File: config.mk
export PLATFORM = sky130hd
export DESIGN_NAME = fixed_array_insert_erase
export DESIGN_NICKNAME = d
export VERILOG_FILES = /design/src/design/fac_pkg.sv /design/src/design/fixed_array_insert_erase.sv /design/src/design/fac_cell.sv
export SDC_FILE = /design/constraint.sdc
export NUM_CORES = 2
export LEC_CHECK = 0
export BUFFER_PORTS_ARGS = -buffer_cell sky130_fd_sc_hd__clkbuf_2
export CAP_MARGIN = 20
export CELL_PAD_IN_SITES_DETAIL_PLACEMENT = 0
export CELL_PAD_IN_SITES_GLOBAL_PLACEMENT = 2
export CORE_MARGIN = 3
export CORE_UTILIZATION = 44
export CTS_CLUSTER_SIZE = 16
export DETAILED_ROUTE_END_ITERATION = 8
export PLACE_DENSITY = 0.95
export SLEW_MARGIN = 15
export SYNTH_ARGS = -nofsm -noshare
export SYNTH_HDL_FRONTEND = slang
export SYNTH_SLANG_ARGS = --single-unit
File: constraint.sdc
create_clock -name clk -period 12.15 [get_ports clk]
set_input_delay 2.43 -clock clk [delete_from_list [all_inputs] [get_ports clk]]
set_output_delay 2.43 -clock clk [all_outputs]
set_load 0.01 [all_outputs]
File: src/design/fac_pkg.sv
// ----------------------------------------------------------------------------
// fac_pkg
// Types, codes and sizes shared by the fixed array insert/erase block.
// ----------------------------------------------------------------------------
package fac_pkg;

	localparam int DEPTH_DEF     = 16;
	localparam int WORD_BITS_DEF = 32;
	localparam int VALUE_BITS    = 32;
	localparam int POS_BITS      = 8;
	localparam int OP_BITS       = 3;
	localparam int LEN_CFG_BITS  = 5;
	localparam int CMP_BITS      = 9;
	localparam int WIDE_BITS     = 128;

	localparam logic [LEN_CFG_BITS-1:0] LEN_RESET = 5'd16;

	localparam logic [OP_BITS-1:0] OP_READ   = 3'd0;
	localparam logic [OP_BITS-1:0] OP_WRITE  = 3'd1;
	localparam logic [OP_BITS-1:0] OP_INSERT = 3'd2;
	localparam logic [OP_BITS-1:0] OP_ERASE  = 3'd3;
	localparam logic [OP_BITS-1:0] OP_REMOVE = 3'd4;

	typedef struct packed {
		logic [OP_BITS-1:0]           operation;
		logic signed [POS_BITS-1:0]   position;
		logic signed [VALUE_BITS-1:0] operand_value;
	} in_beat_t;

	typedef struct packed {
		logic signed [VALUE_BITS-1:0] result_value;
		logic                         key_found;
		logic                         index_error;
	} out_beat_t;

	typedef struct packed {
		logic wr;
		logic ins;
		logic ers;
		logic rmv;
	} cell_ctl_t;

endpackage

File: src/design/fixed_array_insert_erase.sv
// ----------------------------------------------------------------------------
// fixed_array_insert_erase
// Fixed-length array of signed words with read, write, insert, erase and
// remove-by-key, built as a row of slot cells.
// ----------------------------------------------------------------------------
// Every request is completed directly: all slot cells shift or load together
// at the edge that accepts the beat, and the result is registered at that
// same edge, so one beat is taken per cycle while the output side keeps up.
// The longest path is the ripple of the remove-match and read-select chains
// through all DEPTH cells. The store is cleared by reset at once; there is no
// clearing pass.
// ----------------------------------------------------------------------------
module fixed_array_insert_erase #(
	parameter int DEPTH     = fac_pkg::DEPTH_DEF,
	parameter int WORD_BITS = fac_pkg::WORD_BITS_DEF
) (
	input  logic                                clk,
	input  logic                                arst_n,
	input  logic                                cfg_wr_en,
	input  logic [fac_pkg::LEN_CFG_BITS-1:0]    cfg_wr_data,
	input  logic                                in_valid,
	output logic                                in_stall,
	input  fac_pkg::in_beat_t                   in_beat,
	output logic                                out_valid,
	input  logic                                out_stall,
	output fac_pkg::out_beat_t                  out_beat
);
	import fac_pkg::*;

	localparam int IDX_BITS = $clog2(DEPTH);
	localparam int LEN_BITS = $clog2(DEPTH+1);

	logic [LEN_CFG_BITS-1:0] active_length_q;
	logic                    out_valid_q;
	out_beat_t               out_beat_q;

	logic                       fire;
	logic [LEN_BITS-1:0]        eff_len;
	logic signed [CMP_BITS-1:0] pos_s;
	logic signed [CMP_BITS-1:0] len_s;
	logic signed [CMP_BITS-1:0] sum_s;
	logic                       ok;
	logic [IDX_BITS-1:0]        idx;
	logic [WIDE_BITS-1:0]       op_wide;
	logic [WORD_BITS-1:0]       val;
	logic [WIDE_BITS-1:0]       rd_wide;
	logic [WIDE_BITS-1:0]       val_wide;
	cell_ctl_t                  ctl;
	out_beat_t                  res;

	logic [WORD_BITS-1:0] slot_w  [DEPTH];
	logic [WORD_BITS-1:0] rd_ch   [DEPTH+1];
	logic                 mat_ch  [DEPTH+1];

	assign in_stall  = out_valid_q & out_stall;
	assign fire      = in_valid & ~in_stall;
	assign out_valid = out_valid_q;
	assign out_beat  = out_beat_q;

	always_comb begin
		if (CMP_BITS'(active_length_q) > CMP_BITS'(DEPTH)) begin
			eff_len = LEN_BITS'(DEPTH);
		end else begin
			eff_len = LEN_BITS'(active_length_q);
		end
	end

	assign pos_s    = CMP_BITS'(in_beat.position);
	assign len_s    = $signed(CMP_BITS'(eff_len));
	assign sum_s    = pos_s[CMP_BITS-1] ? pos_s + len_s : pos_s;
	assign ok       = !sum_s[CMP_BITS-1] && (sum_s < len_s);
	assign idx      = sum_s[IDX_BITS-1:0];
	assign op_wide  = {{(WIDE_BITS-VALUE_BITS){1'b0}}, in_beat.operand_value};
	assign val      = op_wide[WORD_BITS-1:0];
	assign val_wide = {{(WIDE_BITS-WORD_BITS){1'b0}}, val};
	assign rd_wide  = {{(WIDE_BITS-WORD_BITS){1'b0}}, rd_ch[DEPTH]};

	always_comb begin
		ctl = '0;
		res = '0;
		unique case (in_beat.operation)
			OP_READ: begin
				res.index_error  = !ok;
				res.result_value = ok ? rd_wide[VALUE_BITS-1:0] : '0;
			end
			OP_WRITE: begin
				ctl.wr           = fire && ok;
				res.index_error  = !ok;
				res.result_value = ok ? val_wide[VALUE_BITS-1:0] : '0;
			end
			OP_INSERT: begin
				ctl.ins          = fire && ok;
				res.index_error  = !ok;
				res.result_value = ok ? val_wide[VALUE_BITS-1:0] : '0;
			end
			OP_ERASE: begin
				ctl.ers          = fire && ok;
				res.index_error  = !ok;
				res.result_value = ok ? rd_wide[VALUE_BITS-1:0] : '0;
			end
			OP_REMOVE: begin
				ctl.rmv          = fire;
				res.key_found    = mat_ch[DEPTH];
			end
			default: begin
				res = '0;
			end
		endcase
	end

	assign rd_ch[0]  = '0;
	assign mat_ch[0] = 1'b0;

	for (genvar i = 0; i < DEPTH; i++) begin : g_cell
		logic [WORD_BITS-1:0] left_w;
		logic [WORD_BITS-1:0] right_w;

		if (i == 0) begin : g_first
			assign left_w = '0;
		end else begin : g_mid
			assign left_w = slot_w[i-1];
		end

		if (i == DEPTH-1) begin : g_last
			assign right_w = '0;
		end else begin : g_body
			assign right_w = slot_w[i+1];
		end

		fac_cell #(
			.DEPTH     (DEPTH),
			.WORD_BITS (WORD_BITS),
			.SLOT      (i)
		) u_cell (
			.clk       (clk),
			.arst_n    (arst_n),
			.ctl       (ctl),
			.idx       (idx),
			.len       (eff_len),
			.val       (val),
			.left      (left_w),
			.right     (right_w),
			.match_in  (mat_ch[i]),
			.rd_in     (rd_ch[i]),
			.slot      (slot_w[i]),
			.match_out (mat_ch[i+1]),
			.rd_out    (rd_ch[i+1])
		);
	end

	always_ff @(posedge clk or negedge arst_n) begin
		if (!arst_n) begin
			active_length_q <= LEN_RESET;
		end else if (cfg_wr_en) begin
			active_length_q <= cfg_wr_data;
		end
	end

	always_ff @(posedge clk or negedge arst_n) begin
		if (!arst_n) begin
			out_valid_q <= 1'b0;
		end else if (fire) begin
			out_valid_q <= 1'b1;
		end else if (!out_stall) begin
			out_valid_q <= 1'b0;
		end
	end

	always_ff @(posedge clk) begin
		if (fire) begin
			out_beat_q <= res;
		end
	end

endmodule

File: src/design/fac_cell.sv
// ----------------------------------------------------------------------------
// fac_cell
// One array slot: holds its word, takes a neighbor's word on shifts, and
// extends the remove-match and read-select chains.
// ----------------------------------------------------------------------------
module fac_cell #(
	parameter int DEPTH     = fac_pkg::DEPTH_DEF,
	parameter int WORD_BITS = fac_pkg::WORD_BITS_DEF,
	parameter int SLOT      = 0
) (
	input  logic                           clk,
	input  logic                           arst_n,
	input  fac_pkg::cell_ctl_t             ctl,
	input  logic [$clog2(DEPTH)-1:0]       idx,
	input  logic [$clog2(DEPTH+1)-1:0]     len,
	input  logic [WORD_BITS-1:0]           val,
	input  logic [WORD_BITS-1:0]           left,
	input  logic [WORD_BITS-1:0]           right,
	input  logic                           match_in,
	input  logic [WORD_BITS-1:0]           rd_in,
	output logic [WORD_BITS-1:0]           slot,
	output logic                           match_out,
	output logic [WORD_BITS-1:0]           rd_out
);
	import fac_pkg::*;

	localparam int IDX_BITS = $clog2(DEPTH);
	localparam int LEN_BITS = $clog2(DEPTH+1);
	localparam logic [IDX_BITS-1:0] SELF     = IDX_BITS'(SLOT);
	localparam logic [LEN_BITS-1:0] SELF_LEN = LEN_BITS'(SLOT);
	localparam logic [LEN_BITS-1:0] NEXT_LEN = LEN_BITS'(SLOT + 1);

	logic [WORD_BITS-1:0] slot_q;
	logic [WORD_BITS-1:0] slot_d;
	logic active;
	logic is_last;
	logic at;
	logic after;

	assign active    = SELF_LEN < len;
	assign is_last   = NEXT_LEN == len;
	assign at        = idx == SELF;
	assign after     = SELF > idx;
	assign match_out = match_in | (active && (slot_q == val));
	assign rd_out    = rd_in | ({WORD_BITS{at}} & slot_q);
	assign slot      = slot_q;

	always_comb begin
		slot_d = slot_q;
		if (ctl.wr && at) begin
			slot_d = val;
		end else if (ctl.ins && at) begin
			slot_d = val;
		end else if (ctl.ins && after && active) begin
			slot_d = left;
		end else if (ctl.ers && (at || after) && active) begin
			slot_d = is_last ? '0 : right;
		end else if (ctl.rmv && match_out && active && !is_last) begin
			slot_d = right;
		end
	end

	always_ff @(posedge clk or negedge arst_n) begin
		if (!arst_n) begin
			slot_q <= '0;
		end else begin
			slot_q <= slot_d;
		end
	end

endmodule

==> reports/qor.yml <==
htreeDepth: 3
drtAntennaViolNets: 0
yosysTopAreaCell: "dfrtp_1"
overflow: 0
ys_top_cells_by_area: "dfrtp_1 (31%), mux2_2 (7.9%), xnor2_1 (7.8%)"
post_cts_buffers: 0
finalHoldViolations: 0
r2r_cells: 20
min_to: "g_cell[15].u_cell.slot[16]"
synth_top_cells_by_count: "dfrtp_1 (517), a22oi_1 (440), a21oi_1 (430)"
start_util_pct: 44.46
worstMarginPinSlew_ps: 1245
drv_slew: 0
r2r-start: "active_length_q[4]"
avgViaCountPerCell: 7.181
comb_power_share_pct: 23.7
synth_cells: 4881
wl_per_cell_um: 38.52
core_um2: 95150
syn_area_um2: 42300
powerDensity_nw_per_um2: 134.6
gp_congestion: 1.040
cp_max_fo: 37
power.internal_w: 0.003819
worst-setup-path-type: "flop to flop"
finalCriticalPeriod_ps: 8722
clockBufferDepth: 3
max_freq_ghz: 0.1147
ctsHoldBuffers: 0
drtPass1Iterations: 7
synth_edf_count: 34
synth_most_common_cell: "dfrtp_1"
cts_sinks: 552
nets: 4780
yosysTopAreaCellShare_pct: 30.58
groute.usage.overall_pct: 45.33
synth_nets: 4944
cts_buffers: 74
crit_buf_inv: 6
slowest_stage: "dfstp_2"
vdd_drop_max_uv: 99.93
crit_arrival_ps: 9250
cap_violations: 0
min-delay-start: "g_cell[15].u_cell.slot[16]"
p_sw_w: 0.002421
cp_common_cell: "buf_4"
critPathRequiredTime_ps: 12680
synth_cell_types: 88
port_buffers: 88
path_clk_slew_ps: 60
postSynth.asyncResetShare_pct: 93.84
r2r_slack_ps: 3430
slew_headroom_pct: 16.77
setup_tns_ps: 0
clock_latency_ps: 660
antenna_found_initial: 8
r2r-end: "g_cell[4].u_cell.slot[3]"
grt_pass1_wl_mm: 321.6
yosysSeqAreaShare_pct: 33.06
cts_resized: 0
seqPwrFrac_pct: 39.9
drt-total-wl_mm: 232.9
hold_depth: 2
synth_top_flop_cell: "dfrtp_1"
area_growth_pct: 9.586
path_cells: "inv_1 > nand2_1 > inv_1 > ha_1 > and3_1 > o21ai_1 > a31oi_4 > buf_4 > inv_2 > ha_1 > a21o_1 > a211oi_1 > nand3_2 > nor4_4 > buf_4 > nor2b_2 > buf_4 > nor2_1 > nand3_2 > mux2_2"
hold_path.class: "flop to flop"
fillCellCount: 9159
cp_slowest_stage_delay_ps: 1050
drcViolationCount: 0
rsz0062_at_grt: "false"
setup_violations: 0
finClkSkew_ps: 28.45
drtIter0Drc: 6585
die_y_um: 316.1
yosys_warnings: 0
drive_above_1_share_pct: 15.42
end_kind: "flop"
row_count: 113
cp-start-kind: "flop"
die_x_um: 316.1
clockPowerShare_pct: 36.4
die_area_um2: 99900
grt_max_degree: 136
leakage_nw: 18.34
design_area_um2: 46360
cts-root-buf: "clkbuf_16"
via_count: 43410
dp_hpwl_mm: 170.5
grt_pass1_vias: 40440
placed_cell_area_um2: 43890
fin_crit_sh_pct: 71.79
crit_family: "buffers and inverters"
startpoint: "active_length_q[4]"
outcome: "finished clean"
cts_tree: "yes"
ios: 89
synth_seq_cells: 552
syn_avg_cell_area_um2: 8.667
swShare_pct: 38.80
## worst register-to-register path, delay by kind of cell (launching register included)
| family | cells | cell delay [ps] |
|---|---|---|
| buffers and inverters | 6 | 2660 |
| multiplexers | 1 | 460 |
| adder cells (fa/ha/maj) | 2 | 920 |
| AND/OR/NAND/NOR | 7 | 2420 |
| AO/OA/AOI/OAI | 4 | 1100 |
| flip-flops | 1 | 1050 |
## kinds of logic after synthesis
logic type / Yosys count / synth area share, %
mux: 430 / 11.06
fa+ha+maj: 10 / 0.3135
buf+inv: 655 / 6.315
simple gates: 1238 / 14.45
compound gates: 1484 / 24.20
xor+xnor: 512 / 10.60
flops: 552 / 33.06
## through the flow
stage / hold slack, ps / util (%) / cells / setup WS [ps] / power [W]
after global routing: 557.9 / 48.71 / 6040 / 3204 / 0.006342
after detailed placement: 506.4 / 46.12 / 5904 / 3179 / 0.003883
after global placement: 496.7 / 46.12 / 5904 / 3348 / 0.003867
after CTS: 518.5 / 48.65 / 6036 / 3840 / 0.006129
final: 515.2 / 48.72 / 6045 / 3428 / 0.006240
after floorplan: 480.4 / - / 4881 / 4832 / 0.003084
## sequential cells by signal, indices dropped and copies added, names as in the netlist
register            cells
out_valid               1
active_length_q         5
out_beat               34
g_cell.u_cell.slot    512
## per-layer routing
layer	up-vias	wire length (um)	GRT usage, %
li1	17820	-	-
met2	3376	96400	64.72
met5	-	158	0
met4	12	17300	27.89
met3	702	31690	16.86
met1	21500	87300	57.93
## cell usage in the layout (no fill, tap or decap), types with 37 or more instances in the layout
master / n
a22o_1: 135
inv_1: 176
nand2_1: 299
nand3_1: 47
nor4_1: 85
mux2i_1: 129
buf_4: 146
a22oi_1: 438
o211ai_1: 43
nor3_1: 97
dfrtp_1: 517
a31oi_1: 37
nand4_1: 196
xor2_1: 133
a21oi_1: 428
o31ai_1: 37
clkbuf_2: 87
clkbuf_16: 77
nor2_1: 344
o21ai_0: 117
mux2_2: 297
xnor2_1: 379
## area by class of cell
class	count	area (um2)	share of cell area, %
Multi-Input combinational cell	3674	26100	56.29
Sequential cell	552	13980	30.17
Clock buffer	109	2177	4.696
Timing Repair Buffer	237	1602	3.455
Tap cell	1265	1583	3.414
Inverter	178	668.1	1.441
Clock inverter	23	231.5	0.4993
Antenna cell	7	17.52	0.03779
## worst max path at each step
| stage | endpoint | cells past startpoint | slack, ps |
|---|---|---|---|
| 2_1_floorplan | g_cell[4].u_cell.slot[10] | 21 | 4830 |
| 3_3_place_gp | g_cell[4].u_cell.slot[17] | 18 | 3350 |
| 3_5_place_dp | g_cell[4].u_cell.slot[17] | 18 | 3180 |
| 4_1_cts | g_cell[4].u_cell.slot[17] | 20 | 3840 |
| 5_1_grt | g_cell[4].u_cell.slot[12] | 20 | 3200 |
| 6_report | g_cell[4].u_cell.slot[3] | 20 | 3430 |
## power by group through the flow
stage | Sequential, W | Combinational [W] | Clock [W]
finish | 0.00249 | 0.00148 | 0.00227
global route | 0.00248 | 0.00152 | 0.00234
CTS | 0.00244 | 0.00141 | 0.00227
detailed placement | 0.00248 | 0.00141 | 0
global placement | 0.00247 | 0.00139 | 0
floorplan | 0.00224 | 0.000840 | 0
Power figures use the tool's default switching activity.
